--- src/hw/rtl/pee_pkg.sv ---
// Shared constants, codes and types for the postfix expression evaluator.
package pee_pkg;

  localparam int STACK_DEPTH = 32;
  localparam int DATA_W      = 32;
  localparam int CNT_W       = $clog2(STACK_DEPTH + 1);
  localparam int ADDR_W      = $clog2(STACK_DEPTH);
  localparam int STEP_W      = $clog2(DATA_W);
  localparam int S_TDATA_W   = 8;
  localparam int M_TDATA_W   = 40;

  localparam logic [7:0] CH_0    = 8'h30;
  localparam logic [7:0] CH_9    = 8'h39;
  localparam logic [7:0] CH_BANG = 8'h21;
  localparam logic [7:0] CH_MUL  = 8'h2A;
  localparam logic [7:0] CH_DIV  = 8'h2F;
  localparam logic [7:0] CH_REM  = 8'h25;
  localparam logic [7:0] CH_ADD  = 8'h2B;
  localparam logic [7:0] CH_SUB  = 8'h2D;

  localparam logic [1:0] ST_OK    = 2'd0;
  localparam logic [1:0] ST_UNDER = 2'd1;
  localparam logic [1:0] ST_DIV0  = 2'd2;
  localparam logic [1:0] ST_OVER  = 2'd3;

  typedef enum logic [1:0] {
    OP_MUL = 2'd0,
    OP_DIV = 2'd1,
    OP_REM = 2'd2
  } op_t;

  typedef struct packed {
    logic start;
    op_t  op;
  } alu_req_t;

  typedef struct packed {
    logic              done;
    logic              div0;
    logic [DATA_W-1:0] result;
  } alu_rsp_t;

endpackage

--- src/hw/rtl/pee_ram.sv ---
// Generic single-write, single-read RAM with registered read data.
module pee_ram #(
  parameter int WIDTH = 32,
  parameter int DEPTH = 32
) (
  input  logic                     clk,
  input  logic                     we,
  input  logic [$clog2(DEPTH)-1:0] waddr,
  input  logic [WIDTH-1:0]         wdata,
  input  logic [$clog2(DEPTH)-1:0] raddr,
  output logic [WIDTH-1:0]         rdata
);

  logic [WIDTH-1:0] mem [DEPTH];

  always_ff @(posedge clk) begin
    if (we) begin
      mem[waddr] <= wdata;
    end
    rdata <= mem[raddr];
  end

endmodule

--- src/hw/rtl/pee_alu.sv ---
// Iterative shift-add multiplier and signed restoring divider sharing one datapath.
module pee_alu (
  input  logic                     clk,
  input  logic                     rst,
  input  pee_pkg::alu_req_t        req,
  input  logic [pee_pkg::DATA_W-1:0] a,
  input  logic [pee_pkg::DATA_W-1:0] b,
  output pee_pkg::alu_rsp_t        rsp
);
  import pee_pkg::*;

  logic              busy;
  logic              fin;
  logic [STEP_W-1:0] step;
  op_t               op_q;
  logic              neg_q;
  logic              neg_r;
  logic [DATA_W-1:0] acc;
  logic [DATA_W-1:0] dvs;
  logic [DATA_W-1:0] quo;
  logic [DATA_W:0]   rem_sh;
  logic [DATA_W:0]   diff;

  // One restoring division step: shift in the next dividend bit, try to subtract.
  assign rem_sh = {acc, quo[DATA_W-1]};
  assign diff   = rem_sh - {1'b0, dvs};

  always_ff @(posedge clk) begin
    if (rst) begin
      busy     <= 1'b0;
      fin      <= 1'b0;
      rsp.done <= 1'b0;
      rsp.div0 <= 1'b0;
    end else begin
      rsp.done <= 1'b0;
      if (req.start) begin
        op_q     <= req.op;
        rsp.div0 <= 1'b0;
        acc      <= '0;
        if (req.op != OP_MUL && b == '0) begin
          rsp.done   <= 1'b1;
          rsp.div0   <= 1'b1;
          rsp.result <= '0;
        end else begin
          busy <= 1'b1;
          step <= STEP_W'(DATA_W - 1);
          if (req.op == OP_MUL) begin
            dvs <= a;
            quo <= b;
          end else begin
            dvs   <= b[DATA_W-1] ? -b : b;
            quo   <= a[DATA_W-1] ? -a : a;
            neg_q <= a[DATA_W-1] ^ b[DATA_W-1];
            neg_r <= a[DATA_W-1];
          end
        end
      end else if (busy) begin
        if (op_q == OP_MUL) begin
          if (quo[0]) begin
            acc <= acc + dvs;
          end
          dvs <= {dvs[DATA_W-2:0], 1'b0};
          quo <= {1'b0, quo[DATA_W-1:1]};
        end else begin
          if (!diff[DATA_W]) begin
            acc <= diff[DATA_W-1:0];
          end else begin
            acc <= rem_sh[DATA_W-1:0];
          end
          quo <= {quo[DATA_W-2:0], ~diff[DATA_W]};
        end
        if (step == '0) begin
          busy <= 1'b0;
          fin  <= 1'b1;
        end else begin
          step <= step - STEP_W'(1);
        end
      end else if (fin) begin
        fin      <= 1'b0;
        rsp.done <= 1'b1;
        rsp.div0 <= 1'b0;
        case (op_q)
          OP_MUL:  rsp.result <= acc;
          OP_DIV:  rsp.result <= neg_q ? -quo : quo;
          OP_REM:  rsp.result <= neg_r ? -acc : acc;
          default: rsp.result <= '0;
        endcase
      end
    end
  end

endmodule

--- src/hw/rtl/postfix_expression_evaluator_core.sv ---
// Postfix expression evaluator: character decoder, operand stack and sequencer.
// Characters are taken one at a time, a new one only in the idle state. '*', '/'
// and '%' wait on the 32-step shift unit that serves all three, which skips its
// steps when the divisor is zero. The final character also flushes any pending
// number and reads the top of the stack before the result transfer is offered.
// Reset is synchronous and active high; it clears the sequencer, the stack
// count, the number accumulator and the status, but not the stack RAM.
module postfix_expression_evaluator_core (
  input  logic                          clk,
  input  logic                          rst,
  input  logic                          s_tvalid,
  output logic                          s_tready,
  input  logic [pee_pkg::S_TDATA_W-1:0] s_tdata,  // [7:0] char_code
  input  logic                          s_tlast,  // end_of_expr
  output logic                          m_tvalid,
  input  logic                          m_tready,
  output logic [pee_pkg::M_TDATA_W-1:0] m_tdata   // [31:0] value, [33:32] status, zero fill
);
  import pee_pkg::*;

  // One-hot sequencer states.
  typedef enum logic [11:0] {
    S_IDLE   = 12'b000000000001,
    S_DECODE = 12'b000000000010,
    S_RD_B   = 12'b000000000100,
    S_RD_A   = 12'b000000001000,
    S_LD_A   = 12'b000000010000,
    S_EXEC   = 12'b000000100000,
    S_ALU    = 12'b000001000000,
    S_NOT_WB = 12'b000010000000,
    S_FLUSH  = 12'b000100000000,
    S_FIN_RD = 12'b001000000000,
    S_FIN_LD = 12'b010000000000,
    S_OUT    = 12'b100000000000
  } state_t;

  state_t            state;
  logic [7:0]        ch;
  logic              last;
  logic [DATA_W-1:0] acc;
  logic              in_num;
  logic [CNT_W-1:0]  cnt;
  logic [1:0]        err;
  logic [DATA_W-1:0] opa;
  logic [DATA_W-1:0] opb;
  logic [DATA_W-1:0] res_val;

  logic              is_digit;
  logic              is_binop;
  logic              is_addsub;
  logic              has_room;
  logic [CNT_W-1:0]  cnt_m1;
  logic [CNT_W-1:0]  cnt_m2;
  logic [DATA_W-1:0] acc_x10;
  logic [DATA_W-1:0] digit;

  logic              ram_we;
  logic [ADDR_W-1:0] ram_waddr;
  logic [DATA_W-1:0] ram_wdata;
  logic [ADDR_W-1:0] ram_raddr;
  logic [DATA_W-1:0] ram_rdata;

  alu_req_t          alu_req;
  alu_rsp_t          alu_rsp;
  state_t            done_state;

  assign is_digit  = (ch >= CH_0) && (ch <= CH_9);
  assign is_addsub = (ch == CH_ADD) || (ch == CH_SUB);
  assign is_binop  = is_addsub || (ch == CH_MUL) || (ch == CH_DIV) || (ch == CH_REM);
  assign has_room  = cnt < CNT_W'(STACK_DEPTH);
  assign cnt_m1    = cnt - CNT_W'(1);
  assign cnt_m2    = cnt - CNT_W'(2);

  // Times ten as two shifted copies added together, then the new digit.
  assign acc_x10 = {acc[DATA_W-4:0], 3'b000} + {acc[DATA_W-2:0], 1'b0};
  assign digit   = DATA_W'(ch - CH_0);

  // After a character is dealt with, the last one of an expression goes on to
  // flush any pending number and read the top of the stack.
  assign done_state = last ? S_FLUSH : S_IDLE;

  assign s_tready = (state == S_IDLE);

  always_comb begin
    alu_req.start = (state == S_EXEC) && !is_addsub;
    case (ch)
      CH_DIV:  alu_req.op = OP_DIV;
      CH_REM:  alu_req.op = OP_REM;
      default: alu_req.op = OP_MUL;
    endcase
  end

  // Stack RAM ports. A push always writes at the current count; '!' rewrites the top.
  always_comb begin
    ram_we    = 1'b0;
    ram_waddr = cnt[ADDR_W-1:0];
    ram_wdata = acc;
    ram_raddr = (state == S_RD_A) ? cnt_m2[ADDR_W-1:0] : cnt_m1[ADDR_W-1:0];
    case (state)
      S_DECODE: ram_we = !is_digit && in_num && has_room;
      S_FLUSH:  ram_we = in_num && has_room;
      S_NOT_WB: begin
        ram_we    = 1'b1;
        ram_waddr = cnt_m1[ADDR_W-1:0];
        ram_wdata = (ram_rdata == '0) ? DATA_W'(1) : '0;
      end
      S_EXEC: begin
        ram_we    = is_addsub;
        ram_wdata = (ch == CH_ADD) ? opa + opb : opa - opb;
      end
      S_ALU: begin
        ram_we    = alu_rsp.done;
        ram_wdata = alu_rsp.result;
      end
      default: ram_we = 1'b0;
    endcase
  end

  pee_ram #(
    .WIDTH (DATA_W),
    .DEPTH (STACK_DEPTH)
  ) u_stack (
    .clk   (clk),
    .we    (ram_we),
    .waddr (ram_waddr),
    .wdata (ram_wdata),
    .raddr (ram_raddr),
    .rdata (ram_rdata)
  );

  pee_alu u_alu (
    .clk (clk),
    .rst (rst),
    .req (alu_req),
    .a   (opa),
    .b   (opb),
    .rsp (alu_rsp)
  );

  // Keeps the first error only.
  function automatic logic [1:0] flag(input logic [1:0] cur, input logic [1:0] code);
    return (cur == ST_OK) ? code : cur;
  endfunction

  always_ff @(posedge clk) begin
    if (rst) begin
      state    <= S_IDLE;
      acc      <= '0;
      in_num   <= 1'b0;
      cnt      <= '0;
      err      <= ST_OK;
      m_tvalid <= 1'b0;
    end else begin
      // A taken result is dropped here unless a new one is loaded below.
      if (m_tvalid && m_tready && (state != S_OUT)) begin
        m_tvalid <= 1'b0;
      end
      case (state)
        S_IDLE: begin
          if (s_tvalid) begin
            ch    <= s_tdata;
            last  <= s_tlast;
            state <= S_DECODE;
          end
        end
        S_DECODE: begin
          if (is_digit) begin
            acc    <= acc_x10 + digit;
            in_num <= 1'b1;
            state  <= done_state;
          end else if (in_num) begin
            // The character that ends a number is only its separator.
            if (has_room) begin
              cnt <= cnt + CNT_W'(1);
            end else begin
              err <= flag(err, ST_OVER);
            end
            acc    <= '0;
            in_num <= 1'b0;
            state  <= done_state;
          end else if (ch == CH_BANG) begin
            if (cnt != '0) begin
              state <= S_RD_B;
            end else begin
              err   <= flag(err, ST_UNDER);
              state <= done_state;
            end
          end else if (is_binop) begin
            if (cnt >= CNT_W'(2)) begin
              state <= S_RD_B;
            end else begin
              err   <= flag(err, ST_UNDER);
              state <= done_state;
            end
          end else begin
            state <= done_state;
          end
        end
        S_RD_B: begin
          state <= (ch == CH_BANG) ? S_NOT_WB : S_RD_A;
        end
        S_RD_A: begin
          opb   <= ram_rdata;
          state <= S_LD_A;
        end
        S_LD_A: begin
          opa   <= ram_rdata;
          cnt   <= cnt_m2;
          state <= S_EXEC;
        end
        S_EXEC: begin
          if (is_addsub) begin
            cnt   <= cnt + CNT_W'(1);
            state <= done_state;
          end else begin
            state <= S_ALU;
          end
        end
        S_ALU: begin
          if (alu_rsp.done) begin
            cnt <= cnt + CNT_W'(1);
            if (alu_rsp.div0) begin
              err <= flag(err, ST_DIV0);
            end
            state <= done_state;
          end
        end
        S_NOT_WB: begin
          state <= done_state;
        end
        S_FLUSH: begin
          if (in_num) begin
            if (has_room) begin
              cnt <= cnt + CNT_W'(1);
            end else begin
              err <= flag(err, ST_OVER);
            end
          end
          acc    <= '0;
          in_num <= 1'b0;
          state  <= S_FIN_RD;
        end
        S_FIN_RD: begin
          if (cnt == '0) begin
            res_val <= '0;
            state   <= S_OUT;
          end else begin
            state <= S_FIN_LD;
          end
        end
        S_FIN_LD: begin
          res_val <= ram_rdata;
          state   <= S_OUT;
        end
        S_OUT: begin
          // Waits here only while an earlier result transfer is still pending.
          if (!m_tvalid || m_tready) begin
            m_tvalid <= 1'b1;
            m_tdata  <= {(M_TDATA_W - DATA_W - 2)'(0), err, res_val};
            cnt      <= '0;
            err      <= ST_OK;
            state    <= S_IDLE;
          end
        end
        default: state <= S_IDLE;
      endcase
    end
  end

  // The stack count never passes the depth of the stack.
  assert property (@(posedge clk) disable iff (rst) cnt <= CNT_W'(STACK_DEPTH))
    else $error("stack count beyond depth");

  // A push never writes into a full stack.
  assert property (@(posedge clk) disable iff (rst)
    ram_we && (state == S_DECODE || state == S_FLUSH || state == S_EXEC || state == S_ALU)
    |-> has_room)
    else $error("push into full stack");

  // A recorded error stays until the result is sent.
  assert property (@(posedge clk) disable iff (rst)
    (err != ST_OK) && (state != S_OUT) |=> $stable(err))
    else $error("sticky status changed");

  // The shared unit only reports back while the sequencer waits for it.
  assert property (@(posedge clk) disable iff (rst) alu_rsp.done |-> state == S_ALU)
    else $error("unexpected arithmetic unit completion");

endmodule
--- config.mk ---
export PLATFORM = sky130hd
export DESIGN_NAME = postfix_expression_evaluator_core
export DESIGN_NICKNAME = d
export VERILOG_FILES = /design/src/hw/rtl/pee_pkg.sv /design/src/hw/rtl/pee_ram.sv /design/src/hw/rtl/pee_alu.sv /design/src/hw/rtl/postfix_expression_evaluator_core.sv
export SDC_FILE = /design/constraint.sdc
export NUM_CORES = 2
export LEC_CHECK = 0
export BUFFER_PORTS_ARGS = -buffer_cell sky130_fd_sc_hd__clkbuf_2
export CAP_MARGIN = 20
export CORE_ASPECT_RATIO = 1.5
export CORE_MARGIN = 2
export CORE_UTILIZATION = 57
export DETAILED_ROUTE_END_ITERATION = 8
export GPL_TIMING_DRIVEN = 0
export PLACE_DENSITY = 0.85
export SLEW_MARGIN = 5
export SYNTH_ARGS = -nofsm -noshare
export SYNTH_HDL_FRONTEND = slang
export SYNTH_SLANG_ARGS = --single-unit
export TNS_END_PERCENT = 100
--- constraint.sdc ---
create_clock -name clk -period 6.6 [get_ports clk]
set_clock_uncertainty 0.15 [all_clocks]
set_input_delay 0.33 -clock clk [delete_from_list [all_inputs] [get_ports clk]]
set_output_delay 0.33 -clock clk [all_outputs]
set_load 0.01 [all_outputs]
==> summary.txt <==
Timing
  – Final max-slew violation count: 0
  – RSZ-0062 raised after global routing: no
  – Fin crit share: 95.46%
  – Final setup violation count: 0
  – Least-Margin Pin Slew: around 1.3 ns
  – Final Hold Viols: 0
  – FMAX: 158.7 MHz
  – Max-slew headroom: 16.09%
  – Crit path time final: approximately 6.3 ns
  – Setup TNS: 0 ns
  – Post-route setup slack: between 0.2 and 0.3 ns

Route
  – DRC Markers: 0
  – Via density: between 6 and 7
  – Mean routed wirelength per cell: between 30 and 40 µm
  – Initial DRC count: 5217
  – Routed via count: around 42000
  – Detailed Routing Iterations Pass 1: 6
  – Drt total wl: just under 200 mm
  – ANT nets after route: 0

Logic synthesis
  – Avg Inst Size Synth: about 15 µm²
  – Synthesized area: around 65000 µm²
  – EDFF count, synth: 1300
  – Post-Syn Instances: approximately 4400
  – Post-synth top flop: edfxtp_1
  – Sequential fraction of the synthesis area: a little over three fifths
  – Ys async rst share: 0%
  – YS warnings: 0
  – Seq cells post-synth: around 1400
  – Distinct cell type count after synthesis: 84

Setup path
  – Crit end category: register
  – CP arrival: 6.71 ns
  – Crit path kind: reg2reg
  – Critical Path Most Common Cell: o21ai_0
  – CP peak stage delay: about 0.67 ns
  – CP max stage cell: or3_1
  – Critical Path RT: around 7 ns
  – Max FO, Critical Path: 24
  – Startpoint types: register
  – Critical-path cell list: inv_1, ha_1, nand3_1, or3_1, clkbuf_2, nor2_1, a21o_1, inv_1, fa_1, nor2b_1, o21a_1, o21ai_0, a21oi_2, o21ai_0, o311ai_0, o211ai_1, o21ai_0, xnor2_1, o21ai_2, buf_8

Place
  – Worst slack at placement: -0.3027 ns
  – Port bufs: between 40 and 50
  – GP Congestion: roughly 1.0
  – Placed Cells incl. Taps: 5973
  – Post-DP HPWL: approximately 130 mm

Final layout
  – Post-route insts no fill: between 6000 and 7000
  – Layout cells sized above 1: between 10% and 20%
  – Final nets: ~4900
  – ANT cells: 0
  – Layout area overhead: 12.56%
  – Fillers: approximately 7500

Power
  – Static Leakage: approximately 25 nW
  – PD cells: 232.5 nW/µm²
  – Max VDD drop: between 0.0002 and 0.00025 V

Clocking
  – Clock Latency Late Sink: a little under 0.8 ns
  – CTS tree: done
  – Clk slew on worst S/H paths: about 0.060 ns
  – H-tree Lvls: 3
  – Clk buf depth: 3
  – CTS Root Cell: clkbuf_16
  – Total clock sinks: about 1400
  – Post-CTS setup buffers: 0
  – CTS buffer count: ~120

Status
  – Status: finished clean

Floorplanning
  – Die area: 116000 µm²
  – Core area: about 110000 µm²
  – Starting Density: a little under three fifths
  – Rows: about 150
  – IO Pins: between 50 and 60
  – Die Y-Extent: between 400 and 500 µm
  – Die Width: 278.7 µm

Global routing
  – Total grt overflow: 0
  – First-pass GRT wire length: 278.7 mm
  – GRT Util Overall: between 30% and 40%
  – Initial antenna violation count: 7
  – Vias in the first global route: around 42000
  – Pin count of the biggest net entering global routing: 33

Flow run
  – Max-cap violation count: 0

Worst hold path
  – Hold WC Path Type: in2reg
## Yosys cell counts (all sizes together) (24+ instances only)
cell | instances | area, µm²
a211oi | 48 | 360.4
nor2 | 245 | 919.6
fa | 32 | 640.6
a221oi | 36 | 315.3
xor2 | 117 | 1025
clkbuf | 147 | 551.8
nor3 | 58 | 300.3
a31oi | 44 | 275.3
inv | 96 | 360.4
and3 | 24 | 150.1
o21a | 25 | 187.7
xnor2 | 148 | 1296
nor2b | 28 | 175.2
a21o | 74 | 555.5
edfxtp | 1300 | 39040
nand4 | 24 | 150.1
a22oi | 47 | 352.8
nor4 | 29 | 187.7
buf | 82 | 485.5
a32o | 33 | 330.3
nand2 | 340 | 1279
nand2b | 27 | 168.9
or3 | 26 | 178.9
o21ai | 209 | 1046
and2 | 49 | 306.5
mux4 | 256 | 5766
nand3 | 46 | 230.2
a21oi | 179 | 903.4
o31ai | 36 | 275.3
mux2i | 130 | 1301
ha | 145 | 1814
dfxtp | 90 | 1802
## sequential cells by signal, summed over array words and instances, names as in the netlist, 8 cells and up
signal / flops
u_stack.mem: 1024
u_alu.quo: 32
u_alu.dvs: 32
u_stack.rdata: 32
u_alu.acc: 32
u_alu.rsp: 34
ch: 8
m_tdata: 34
res_val: 32
opa: 32
acc: 32
opb: 32
state: 12
## what timing repair did
item,CTS,global route
endpoints found under the setup margin,137,215
resized for setup,3,7
hold buffers,12,0
endpoints found under the hold margin,18,0
## final timing paths
kind,from,endpoint,slack (ns),cells after the start
max,ch[4],u_stack.mem[27][28],0.30,20
min,s_tlast,last,0.16,2
max reg2reg,ch[4],u_stack.mem[27][28],0.30,20
min reg2reg,res_val[6],m_tdata[6],0.24,0
## final cells by class
class                   count  area (µm²)  area share, %
flip-flops and latches   1390       40840          56.23
multi-input cells        2679       22810          31.41
clock buffers             145        3147          4.332
well taps                1453        1818          2.503
repair buffers            148        1768          2.434
plain buffers             229        1040          1.432
clock inverters            79       845.8          1.165
inverters                  96       360.3         0.4961
## layer usage
metal  global-route usage, %  routed length (µm)
met5                       0                  28
met4                   27.71               18910
met3                   5.233               14380
met2                   57.51               97920
met1                   35.22               61120
## through the flow
stage,utilization [%],power [mW],instance area (µm²),hold WS [ns]
global placement,59.15,9.793,66610,0.2509
global route,64.50,17.19,72630,0.1685
detailed placement,60.68,9.800,68320,0.2545
floorplan,-,9.762,64550,0.2503
finish,64.50,16.88,72630,0.1635
CTS,64.34,16.90,72450,0.1327
## logic make-up after synthesis
group / share of synthesized area, %
flip-flops: 63.29
multiplexers: 10.99
other: 0.005811
adder cells (fa/ha/maj): 3.804
buffers and inverters: 2.166
AND/OR/NAND/NOR: 6.972
XOR/XNOR: 3.597
AO/OA/AOI/OAI: 9.181
## critical path, delay by kind of cell (launching register included)
kind | cells | cell delay [ns]
adder cells (fa/ha/maj) | 2 | 0.57
AO/OA/AOI/OAI | 9 | 2.79
flip-flops | 1 | 0.44
AND/OR/NAND/NOR | 4 | 1.23
XOR/XNOR | 1 | 0.11
buffers and inverters | 4 | 0.82
## power by group
part	leakage [nW]	switching, mW	internal (mW)
Clock	1.91	3.37	3.90
Sequential	12.6	0.00757	9.49
Combinational	10.4	0.0746	0.0451
Total	24.9	3.45	13.4
## layout by cell type (no fill, tap or decap), types with 31 or more instances in the layout
cell,synthesis,layout
mux4_2,256,256
edfxtp_1,1300,1300
a211oi_1,48,48
a31oi_1,44,42
fa_1,32,32
clkbuf_1,147,165
buf_2,40,40
a21oi_1,177,173
nand2_1,339,339
and2_1,49,49
mux2i_1,130,130
clkbuf_16,0,120
o31ai_1,35,31
buf_4,20,33
nor3_1,56,51
a21o_1,74,74
nand3_1,46,44
xor2_1,117,117
ha_1,145,145
inv_1,96,96
xnor2_1,148,148
a32o_1,33,33
nor2_1,245,211
clkbuf_2,0,51
o21ai_0,205,185
buf_12,0,33
dfxtp_1,90,90
a22oi_1,47,47
nor2_4,0,34
a221oi_1,36,36
Note: power is estimated with default switching activity, not from simulation.
